File: src/rtl/barometer_pressure_compensation_assert.svh
// Assertion macros shared by the barometer pressure compensation RTL.
// Expects i_clk and i_rst_n in the scope of the module that uses them.
`ifndef BAROMETER_PRESSURE_COMPENSATION_ASSERT_SVH
`define BAROMETER_PRESSURE_COMPENSATION_ASSERT_SVH

// Consequent must hold in the same cycle as the antecedent.
`define BPC_ASSERT_NOW(lbl, ante, cons, msg) \
    lbl: assert property (@(posedge i_clk) disable iff (!i_rst_n) (ante) |-> (cons)) \
        else $error(msg);

// Consequent must hold in the cycle after the antecedent.
`define BPC_ASSERT_NEXT(lbl, ante, cons, msg) \
    lbl: assert property (@(posedge i_clk) disable iff (!i_rst_n) (ante) |=> (cons)) \
        else $error(msg);

`endif

File: src/rtl/bpc_pkg.sv
// Package for the barometer pressure compensation block.
// Holds types, register indexes, constants and arithmetic helpers; no dependencies.
package bpc_pkg;

    localparam int DIV_W     = 32;
    localparam int DIV_PAY_W = 53;
    localparam int Q_DEPTH   = 2;

    localparam logic [31:0] C_B6_OFS   = 32'd4000;
    localparam logic [31:0] C_B7_SCALE = 32'd50000;
    localparam logic [31:0] C_B4_OFS   = 32'd32768;
    localparam logic [31:0] C_P_SQ     = 32'd3038;
    localparam logic [31:0] C_P_LIN    = 32'hFFFF_E343;
    localparam logic [31:0] C_P_OFS    = 32'd3791;

    typedef enum logic [2:0] {
        REG_AC1_AC2  = 3'd0,
        REG_AC3_AC4  = 3'd1,
        REG_AC5_AC6  = 3'd2,
        REG_B1_B2    = 3'd3,
        REG_MC_MD    = 3'd4,
        REG_OVERSAMP = 3'd5
    } t_reg_idx;

    typedef struct packed {
        logic [15:0] ac1;
        logic [15:0] ac2;
        logic [15:0] ac3;
        logic [15:0] ac4;
        logic [15:0] ac5;
        logic [15:0] ac6;
        logic [15:0] b1;
        logic [15:0] b2;
        logic [15:0] mc;
        logic [15:0] md;
        logic [1:0]  oss;
    } t_coeff;

    typedef struct packed {
        logic [15:0] ut;
        logic [18:0] up;
    } t_item;

    function automatic logic [31:0] asr32(input logic [31:0] v, input logic [4:0] sh);
        return $unsigned($signed(v) >>> sh);
    endfunction

    function automatic logic [31:0] sx16(input logic [15:0] h);
        return {{16{h[15]}}, h};
    endfunction

endpackage

File: src/rtl/bpc_front.sv
// Front end: configuration registers and the short word queue feeding the back end.
// Depends on bpc_pkg.
module bpc_front (
    input  logic            i_clk,
    input  logic            i_rst_n,
    input  logic            i_cfg_we,
    input  logic [2:0]      i_cfg_index,
    input  logic [31:0]     i_cfg_data,
    input  logic            push,
    output logic            full,
    input  logic [15:0]     i_raw_temperature,
    input  logic [18:0]     i_raw_pressure,
    input  logic            i_take,
    output logic            o_valid,
    output bpc_pkg::t_item  o_item,
    output bpc_pkg::t_coeff o_coeff
);

    logic [31:0] r_ac1_ac2;
    logic [31:0] r_ac3_ac4;
    logic [31:0] r_ac5_ac6;
    logic [31:0] r_b1_b2;
    logic [31:0] r_mc_md;
    logic [1:0]  r_oss;

    bpc_pkg::t_item r_q [bpc_pkg::Q_DEPTH];
    logic           r_wr_ptr;
    logic           r_rd_ptr;
    logic [1:0]     r_count;
    logic [1:0]     n_count;
    logic           w_wr;
    logic           w_rd;

    always_ff @(posedge i_clk) begin
        if (!i_rst_n) begin
            r_ac1_ac2 <= '0;
            r_ac3_ac4 <= '0;
            r_ac5_ac6 <= '0;
            r_b1_b2   <= '0;
            r_mc_md   <= '0;
            r_oss     <= '0;
        end else if (i_cfg_we) begin
            unique case (bpc_pkg::t_reg_idx'(i_cfg_index))
                bpc_pkg::REG_AC1_AC2:  r_ac1_ac2 <= i_cfg_data;
                bpc_pkg::REG_AC3_AC4:  r_ac3_ac4 <= i_cfg_data;
                bpc_pkg::REG_AC5_AC6:  r_ac5_ac6 <= i_cfg_data;
                bpc_pkg::REG_B1_B2:    r_b1_b2   <= i_cfg_data;
                bpc_pkg::REG_MC_MD:    r_mc_md   <= i_cfg_data;
                bpc_pkg::REG_OVERSAMP: r_oss     <= i_cfg_data[1:0];
                default: begin
                end
            endcase
        end
    end

    assign o_coeff = '{ac1: r_ac1_ac2[31:16], ac2: r_ac1_ac2[15:0],
                       ac3: r_ac3_ac4[31:16], ac4: r_ac3_ac4[15:0],
                       ac5: r_ac5_ac6[31:16], ac6: r_ac5_ac6[15:0],
                       b1: r_b1_b2[31:16], b2: r_b1_b2[15:0],
                       mc: r_mc_md[31:16], md: r_mc_md[15:0], oss: r_oss};

    assign full    = (r_count == 2'd2);
    assign o_valid = (r_count != 2'd0);
    assign o_item  = r_q[r_rd_ptr];
    assign w_wr    = push && !full;
    assign w_rd    = i_take && o_valid;

    always_comb begin
        n_count = r_count;
        if (w_wr && !w_rd) begin
            n_count = r_count + 2'd1;
        end else if (!w_wr && w_rd) begin
            n_count = r_count - 2'd1;
        end
    end

    always_ff @(posedge i_clk) begin
        if (!i_rst_n) begin
            r_wr_ptr <= 1'b0;
            r_rd_ptr <= 1'b0;
            r_count  <= 2'd0;
        end else begin
            r_count <= n_count;
            if (w_wr) begin
                r_wr_ptr <= !r_wr_ptr;
            end
            if (w_rd) begin
                r_rd_ptr <= !r_rd_ptr;
            end
        end
    end

    always_ff @(posedge i_clk) begin
        if (w_wr) begin
            r_q[r_wr_ptr] <= '{ut: i_raw_temperature, up: i_raw_pressure};
        end
    end

endmodule

File: config.mk
export PLATFORM = sky130hd
export DESIGN_NAME = bpc_front
export DESIGN_NICKNAME = d
export VERILOG_FILES = /design/src/rtl/barometer_pressure_compensation_assert.svh /design/src/rtl/bpc_pkg.sv /design/src/rtl/bpc_front.sv
export SDC_FILE = /design/constraint.sdc
export NUM_CORES = 1
export LEC_CHECK = 0
export BUFFER_PORTS_ARGS = -buffer_cell sky130_fd_sc_hd__buf_4
export CELL_PAD_IN_SITES_DETAIL_PLACEMENT = 1
export CELL_PAD_IN_SITES_GLOBAL_PLACEMENT = 1
export CORE_MARGIN = 3
export CORE_UTILIZATION = 35
export CTS_CLUSTER_DIAMETER = 150
export DETAILED_ROUTE_END_ITERATION = 10
export PLACE_DENSITY_LB_ADDON = 0.12
export REMOVE_ABC_BUFFERS = 1
export SETUP_SLACK_MARGIN = 0.3
export SLEW_MARGIN = 30
export SYNTH_ARGS = -nofsm -noshare
export SYNTH_HDL_FRONTEND = slang
export SYNTH_SLANG_ARGS = --single-unit
export TNS_END_PERCENT = 20
File: constraint.sdc
create_clock -name i_clk -period 4.4 [get_ports i_clk]
set_clock_uncertainty 0.15 [all_clocks]
set_input_delay 0.66 -clock i_clk [delete_from_list [all_inputs] [get_ports i_clk]]
set_output_delay 0.66 -clock i_clk [all_outputs]
set_load 0.005 [all_outputs]
* After elaboration in Yosys (flattened, before gate mapping)
Memories as Yosys holds them, arrays and structs flattened. A register that Yosys moved wholly into a read port is not among the register bits.
Index checks and enable logic that the tools add are counted.
** Word-level totals
- Flip-flop bits (word level) :: 166
- Bits in writable memories :: 70
- Input bits :: 75
- Output and inout port bits :: 199
- Logic and storage cells :: 42
- Memories kept :: 1
** Operators by class
- Add/subtract/negate cells :: 2
- Equal/unequal tests :: 6
- Mux-type cells :: 6
- Reductions and logical operators :: 18
** Memories
- r_q :: words 2, bits a word 35, read ports 1, clocked after memory_dff 1, write ports 1, RTL line bpc_front.sv:26 : bpc_pkg::t_item r_q [bpc_pkg::Q_DEPTH];
** Operators with widths (number)
- $reduce_and 2->1 :: 6
- $eq 3x2->1 const B :: 2
- $eq 3x3->1 const B :: 2
- $logic_not 1->1 :: 5
- $logic_and 1x1->1 :: 4
- $mux 1 :: 4
- $mux 2 :: 2
- $reduce_bool 2->1 :: 2
- $eq 3x1->1 const B :: 1
- $logic_not 3->1 :: 1
- $add 2x1->2 const B :: 1
- $eq 2x2->1 const B :: 1
- $sub 2x1->2 const B :: 1

* Longest topological paths before layout
Gate-level depths: netlist of the first run.
- Word-level depth :: 7
- Gate-level depth with buffers :: 7
- Gate-level depth less buffers :: 7

* Worst setup path before layout of the first run
OpenSTA, ideal clock, no wires.
- Path type :: input-to-reg
- From :: input port push
- To :: memory r_q[0][0] in the netlist's numbering, enable pin
- Setup time :: 0.473 ns
- Data arrival time :: 3.168 ns
- Data required time :: 3.777 ns
- Path slack :: 0.609 ns
- Stages on the path :: 2
- Path buffers :: 0
- Cell sequence :: inv_1 -> nor3_1
** Between the ends
- Longest elaborated chain between the ends :: 3
** Ends and longest elaborated chain
- start, declared :: RTL line bpc_front.sv:9 : input logic push,
- $logic_and 1x1->1 :: RTL line bpc_front.sv:65 : assign w_wr = push && !full;
- $mux 1 :: RTL line bpc_front.sv:94 : if (w_wr) begin
- $mux 1 (not written as such) :: RTL line bpc_front.sv:95 : r_q[r_wr_ptr] <= '{ut: i_raw_temperature, up: i_raw_pressure};
- end, declared :: RTL line bpc_front.sv:26
No other way between the ends.

==> results of run 1 <==
-- per-layer routing --
| metal | part of all wire, % | vias to the layer above |
|---|---|---|
| met4 | 2.2 | 0 |
| met5 | 0 | - |
| met2 | 46 | 196 |
| met3 | 9.7 | 33 |
| met1 | 42 | 3187 |
| li1 | - | 3283 |
-- Yosys cell counts, drive strengths merged (6+ instances only) --
library cell / instances / share of area, %
nand2: 224 / 10
dfxtp: 167 / 40
a21oi: 97 / 5.8
edfxtp: 70 / 25
o21ai: 66 / 4.0
nand3: 64 / 3.8
mux2: 35 / 4.7
buf: 32 / 2.1
clkbuf: 31 / 1.4
nor2: 6 / 0.27
-- critical path, stage by stage (launching register included) --
cell	delay, ns
dfxtp_1	0.30
buf_4	0.41
mux2_2	0.40
buf_4	0.14
-- cell type report --
type / instances / area, µm² / share of cell area, %
clock buffer: 40 / 778 / 6.75
clock inverter: 7 / 61.3 / 0.532
inverter: 3 / 12.5 / 0.109
multi-input combinational: 514 / 2650 / 23.0
sequential: 237 / 5450 / 47.2
tap: 313 / 392 / 3.40
timing repair buffer: 284 / 2190 / 19.0
-- kinds of logic after synthesis --
logic type      share of synthesized area, %
compound gates                          9.96
mux                                     4.96
fa+ha+maj                              0.150
xor+xnor                               0.315
simple gates                            15.8
buf+inv                                 3.61
flops                                   65.2
-- cell usage in the layout (no fill, tap or decap), types with 2 or more instances in the layout --
master	instances
buf_12	3
nand4bb_4	2
edfxtp_1	70
inv_1	2
clkbuf_8	5
clkbuf_16	27
o21ai_0	66
a21oi_1	97
nand3_1	64
and4bb_2	2
nand4b_1	2
buf_4	280
clkinv_2	6
nand2_1	224
clkbuf_1	7
mux2i_1	2
dfxtp_1	167
nor2_1	6
xor2_1	3
mux2_2	35
-- state kept, by name (all words and copies together), names as in the netlist, named ones only --
signal / count
r_mc_md: 32
r_ac3_ac4: 32
r_b1_b2: 32
r_count: 2
r_rd_ptr: 1
r_wr_ptr: 1
r_oss: 2
r_q: 70
r_ac5_ac6: 32
r_ac1_ac2: 32
-- power groups by stage --
stage                     combinational, mW  clock [mW]  sequential [mW]
final                                 0.751        2.11             2.44
after CTS                             0.764        2.18             2.44
after detailed placement              0.761           0             2.49
after floorplan                       0.302           0             2.52
after global placement                0.748           0             2.48
after global routing                  0.825        2.27             2.46
-- path summary, 6_finish.rpt --
check                       start            end
max                      register     o_item[10]
min          i_raw_temperature[6]     r_q[1][25]
max reg2reg            r_count[0]     r_count[1]
min reg2reg         r_ac3_ac4[13]  r_ac3_ac4[13]
==> results.cfg, run 1 <==
[outcome]
status = finished, final reports clean

[global_route]
top_usage_layer = met2
use_met2_pct = 31.5
grt_pass1_wl_um = 39600
gr-usage-all-layers_pct = 19.2
grt_util_met3_pct = 7.97
grt_max_degree = 77
grt_overflow = 0
antenna_found_initial = 0
met1_usage_pct = 23.7
grt_pass1_vias = 6886

[routing]
vias = 6699
routed_wl_um = 25400
drc = 0
wl_per_cell_um = 18.2
dr.pass1.iters = 4
postRouteAntennaNets = 0
drt_iter0_drc = 264
viasPerCell = 4.79

[clock_tree]
cts_tree = built
cts.path.max_buffers = 3
ctsHoldBuffers = 0
cts_buffers = 27
cts_setup_buffers = 0
worst_skew_pair.late_latency_ns = 0.51
cts-resized-gates = 0
clk_root_buffer_cell = clkbuf_16
htree_levels = 1
clock-sinks = 237
clk_pin_slew_ns = 0.06

[placed_design]
portBuffers = 273
dp_hpwl_um = 16900
placed_cells = 1349
place_area_um2 = 10600
pre_cts_ws_ns = 1.82
gp_congestion = 0.711

[floorplan]
row_count = 55
io_pins = 274
die_h_um = 160
die_width_um = 160
floorplan.initialDensity_pct = 36.2
core_um2 = 23100
die-area_um2 = 25700

[sta]
min_period_over_period_pct = 59.2
maxSlewViolCount = 0
finalSetupTns_ns = 0
layout_setup_ws_ns = 1.80
fin_crit_ns = 2.60
hold_slack_ns = 0.181
setup_viol = 0
hold_viol_final = 0
rsz0062_at_grt = no
tightest_slew_ns = 0.892
slew_headroom_pct = 40.2
fmax_mhz = 384

[cells_and_area]
drive_above_1_share_pct = 33.9
nets = 1143
n_antenna_cell = 0
fill_cells = 2572
final_area_um2 = 11500
final_util_pct = 50.0
area_growth_pct = 38.1
layout.cells.non_filler = 1398

[yosys]
synth_edf_count = 70
synth_area_um2 = 8350
synth_area_per_cell_um2 = 10.2
synth_flop_cell = dfxtp_1
synth_cells = 817
ys_ff_latch = 237
synthArstFlopShare_pct = 0
ys_warn_count = 0
ys_types = 28
ys_seq_area_share_pct = 65.2

[setup_path]
cp-start-kind = register
cp.required_ns = 3.59
crit_arrival_ns = 1.79
endpoint_kind = primary output
ff2ff_path_depth = 6
critPathMaxFanout = 35
rrSetupSlack_ns = 2.67
worstSetupPathType = register to primary output

[pwr]
power_mw = 5.30
p_sw_share_pct = 23.5
vdd.ir_drop.worst_uv = 292
p_int_mw = 4.05
p_per_area_nw_per_um2 = 460
p_clk_share_pct = 39.8
leakage_nw = 4.60
power_frac_comb_pct = 14.2
seq_power_share_pct = 46.1
switching_power_mw = 1.25

[job]
maxCapViolCount = 0

[min_path]
hp-class = input port to register
holdPathStages = 1
Note: power is estimated with default switching activity, not from simulation.
==> inputs of run 2 (changes only) <==
==> constraint.sdc (replaced) <==
create_clock -name i_clk -period 2.41 [get_ports i_clk]
set_clock_uncertainty 0.15 [all_clocks]
set_input_delay 0.3615 -clock i_clk [delete_from_list [all_inputs] [get_ports i_clk]]
set_output_delay 0.3615 -clock i_clk [all_outputs]
set_load 0.005 [all_outputs]
==> run 2 against run 1 <==
Register-to-register slack lost 2.0 ns. First-iteration DRC count grew 11%. Critical path type unchanged. Die area is the same. Flip-flop and latch count is the same.
==> results.cfg, run 2 (synthesized netlist as in run 1, its figures left out) <==
[cells_and_area]
top_register = r_q
final_common_cell = buf_4
nets = 1218
largest_reg_flops = 70
area_growth_pct = 48.1
final_cell_mix = buf_4, nand2_1, dfxtp_1, a21oi_1, edfxtp_1
n_antenna_cell = 0
drive_above_1_share_pct = 32.6

[setup_path]
critPathMaxFanout = 18
cp.required_ns = 1.90
crit_arrival_ns = 1.60
endpoint_kind = primary output
rrSetupSlack_ns = 0.69
cp-start-kind = register
worstSetupPathType = register to primary output

[global_route]
met1_usage_pct = 24.5
gr-usage-all-layers_pct = 21.0
grt_max_degree = 75
grt_overflow = 0
grt_pass1_wl_um = 43300
antenna_found_initial = 0
grt_pass1_vias = 7525
use_met2_pct = 36.2
grt_util_met3_pct = 8.31
top_usage_layer = met2

[clock_tree]
clk_root_buffer_cell = clkbuf_16
worst_skew_pair.late_latency_ns = 0.51
clock-sinks = 237
cts_setup_buffers = 0
cts_tree = built
htree_levels = 1
clk_pin_slew_ns = 0.06
cts_buffers = 27
cts.path.max_buffers = 3

[sta]
slew_headroom_pct = 66.2
tightest_slew_ns = 0.507
rsz0062_at_grt = yes
hold_viol_final = 0
fmax_mhz = 474
finalSetupTns_ns = 0
min_period_over_period_pct = 87.5
layout_setup_ws_ns = 0.301
maxSlewViolCount = 0
fin_crit_ns = 2.11
hold_slack_ns = 0.0600
setup_viol = 0

[placed_design]
gp_congestion = 0.737
dp_hpwl_um = 17800
portBuffers = 273
pre_cts_ws_ns = 0.628

[floorplan]
row_count = 55
core_um2 = 23100
io_pins = 274
die_h_um = 160
die-area_um2 = 25700
die_width_um = 160
floorplan.initialDensity_pct = 36.2

[routing]
drc = 0
postRouteAntennaNets = 0
wl_per_cell_um = 19.0
vias = 7115
viasPerCell = 4.83
dr.pass1.iters = 4
routed_wl_um = 28000
drt_iter0_drc = 292

[min_path]
hp-class = input port to register

[job]
maxCapViolCount = 0

[pwr]
leakage_nw = 4.94
p_per_area_nw_per_um2 = 833
vdd.ir_drop.worst_uv = 362

[outcome]
status = finished, final reports clean
==> run 2: cell types whose count changed in the layout (fill, tap and decap cells not counted), moves of 2 or more <==
| cell | delta |
|---|---|
| clkbuf_1 | -2 |
| bufinv_16 | +4 |
| clkinvlp_2 | +4 |
| clkinv_2 | -2 |
| buf_12 | +2 |
| clkbuf_8 | -3 |
| buf_4 | +6 |
| dlygate4sd3_1 | +67 |
==> run 2: timing repair <==
action,CTS,global route
hold endpoints to repair,192,0
setup endpoints to repair,35,35
hold buffers,67,0
resized for setup,3,0
gates cloned,1,0
==> run 2: worst paths after layout <==
| kind | from | endpoint | cells past startpoint |
|---|---|---|---|
| setup / recovery | register | o_item[21] | 3 |
| hold / removal | push | r_wr_ptr | 3 |
| setup reg to reg | r_count[0] | r_count[1] | 6 |
| hold reg to reg | r_ac1_ac2[13] | r_ac1_ac2[13] | 2 |
==> run 2: layout make-up <==
type / count / area, µm²
tap: 313 / 392
timing repair buffer: 359 / 2950
inverter: 3 / 12.5
clock inverter: 13 / 189
clock buffer: 35 / 729
sequential: 237 / 5450
fill: 2549 / 10700
multi-input combinational: 514 / 2640
==> run 2: layer usage <==
metal / wire length [µm] / up-vias
met5: 0 / -
met4: 556 / 0
met3: 2670 / 35
met2: 13500 / 218
met1: 11300 / 3432
li1: - / 3430
==> run 2: stage by stage <==
stage | cells | instance area, µm² | utilization (%) | total power, mW
2_1_floorplan | 754 | 8060 | - | 5.15
5_1_grt | 1474 | 12400 | 53.6 | 10.7
6_report | 1474 | 12400 | 53.6 | 10.3
3_5_place_dp | 1358 | 10700 | 46.6 | 5.98
4_1_cts | 1474 | 12400 | 53.6 | 10.4
3_3_place_gp | 1358 | 10700 | 46.6 | 5.95
==> run 2: where the power goes <==
group	internal (mW)	switching [mW]
registers	4.38	0.107
clock network	2.65	1.59
logic	0.840	0.726
==> run 2: critical path: stages (launching register included) <==
cell and delay [ns]:
dfxtp_4 0.39, buf_12 0.17, mux2_2 0.36, buf_4 0.15
==> inputs of run 3 (changes only) <==
--- a/config.mk
+++ b/config.mk
@@ -13,7 +13,6 @@
 export CTS_CLUSTER_DIAMETER = 150
 export DETAILED_ROUTE_END_ITERATION = 10
 export PLACE_DENSITY_LB_ADDON = 0.12
-export REMOVE_ABC_BUFFERS = 1
 export SETUP_SLACK_MARGIN = 0.3
 export SLEW_MARGIN = 30
 export SYNTH_ARGS = -nofsm -noshare
==> run 3 against run 2 <==
Sequential share of layout area hardly changed. Flip-flop and latch count unchanged. Cell area is essentially flat. Fmax is 0.54% higher. Non-clock buffer count up 2. Highest routed layer unchanged.
==> results.cfg, run 3 (synthesized netlist as in run 1, its figures left out) <==
[setup_path]
critPathBufInv = 2
cp.required_ns = 1.90
endpoint_kind = primary output
cp-start-kind = register
crit_slowest_cell = dfxtp_4
max_stage_delay_ns = 0.41
r2r-start = r_count[0]
critPathMaxFanout = 9
rrSetupSlack_ns = 0.63
reg2reg_to = r_count[1]
crit_arrival_ns = 1.59
ff2ff_path_depth = 6
worstPathCellList = buf_12 > mux2_2 > buf_4
worstSetupPathType = register to primary output
critPathTopFamily = flip-flops

[sta]
tightest_slew_ns = 0.577
layout_setup_ws_ns = 0.312
finalSetupTns_ns = 0
hold_viol_final = 0
fin_crit_ns = 2.10
slew_headroom_pct = 61.5
setup_viol = 0
maxSlewViolCount = 0
fmax_mhz = 477
min_period_over_period_pct = 87.1
hold_slack_ns = 0.0869
rsz0062_at_grt = yes

[cells_and_area]
top_register = r_q
final_cell_mix = buf_4, nand2_1, dfxtp_1, a21oi_1, edfxtp_1
final_common_cell = buf_4
n_antenna_cell = 0
drive_above_1_share_pct = 32.4
area_growth_pct = 48.2
final_area_um2 = 12400
nets = 1219
final_util_pct = 53.6
fill_cells = 2530
largest_reg_flops = 70
layout.cells.non_filler = 1476

[floorplan]
die-area_um2 = 25700
core_um2 = 23100
floorplan.initialDensity_pct = 36.2
row_count = 55
die_h_um = 160
die_width_um = 160
io_pins = 274

[pwr]
power_frac_comb_pct = 15.8
power_mw = 10.2
vdd.ir_drop.worst_uv = 488
p_per_area_nw_per_um2 = 822
p_clk_share_pct = 40.1
leakage_nw = 4.95
p_sw_share_pct = 23.8
seq_power_share_pct = 44.2
switching_power_mw = 2.42
p_int_mw = 7.75

[outcome]
status = finished, final reports clean

[routing]
wl_per_cell_um = 18.9
vias = 7109
drt_iter0_drc = 299
drc = 0
viasPerCell = 4.82
dr.pass1.iters = 5
postRouteAntennaNets = 0
routed_wl_um = 27900

[clock_tree]
cts_tree = built
cts_setup_buffers = 0
clock-sinks = 237
cts_buffers = 26
worst_skew_pair.late_latency_ns = 0.50
cts.path.max_buffers = 3
clk_pin_slew_ns = 0.05
htree_levels = 1
clk_root_buffer_cell = clkbuf_16

[min_path]
min_to = r_wr_ptr
min_from = push
holdPathStages = 3
hp-class = input port to register

[yosys]
syn_nets = 893

[placed_design]
place_area_um2 = 10800
pre_cts_ws_ns = 0.449
placed_cells = 1359
dp_hpwl_um = 17900
gp_congestion = 0.721
portBuffers = 273

[global_route]
gr-usage-all-layers_pct = 20.8
grt_pass1_vias = 7562
grt_overflow = 0
grt_pass1_wl_um = 43300
antenna_found_initial = 0
grt_max_degree = 62

[job]
maxCapViolCount = 0
## run 3: area by class of cell
| type | instances | area, µm² | share of cell area (%) |
|---|---|---|---|
| clock buffers | 34 | 712 | 5.76 |
| clock inverters | 14 | 165 | 1.34 |
| inverters | 3 | 12.5 | 0.101 |
| multi-input cells | 514 | 2650 | 21.4 |
| flip-flops and latches | 237 | 5450 | 44.1 |
| well taps | 313 | 392 | 3.17 |
| repair buffers | 361 | 2990 | 24.2 |
## run 3: power groups by stage
stage	registers, mW	logic [mW]	clock network [mW]
after floorplan	4.53	0.668	0
after global placement	4.54	1.42	0
after detailed placement	4.55	1.44	0
after CTS	4.48	1.58	4.16
after global routing	4.51	1.74	4.35
final	4.49	1.60	4.07
## run 3: worst reg2reg max path, stage by stage, from the launching register on
cell      delay (ns)
dfxtp_1         0.34
nand2b_1        0.19
inv_1           0.15
nor2_1          0.07
ha_1            0.32
or3_1           0.35
a21oi_1         0.13
## run 3: worst max path at each step
stage	startpoint	end	slack (ns)	cells after the start
2_1_floorplan	r_count[0]	r_q[0][0]	0.38	3
3_5_place_dp	i_cfg_index[0]	r_mc_md[27]	0.45	5
3_3_place_gp	i_cfg_index[0]	r_mc_md[27]	0.47	5
5_1_grt	register	o_item[13]	0.25	3
6_report	register	o_item[27]	0.31	3
4_1_cts	register	o_item[27]	0.27	3
## run 3: per-layer routing
layer | global-route usage, % | share of wire [%] | wire (µm) | vias to the layer above
li1 | - | - | - | 3441
met1 | 26.0 | 43 | 11900 | 3439
met2 | 36.0 | 48 | 13500 | 204
met3 | 6.58 | 7.8 | 2170 | 25
met4 | 3.79 | 1.2 | 335 | 0
met5 | 0 | 0 | 0 | -
## run 3: repair_timing
item	CTS	global route
gates cloned	1	1
pin swaps	0	0
setup endpoints to repair	35	34
hold buffers	67	0
resized for setup	3	0
endpoints found under the hold margin	185	0
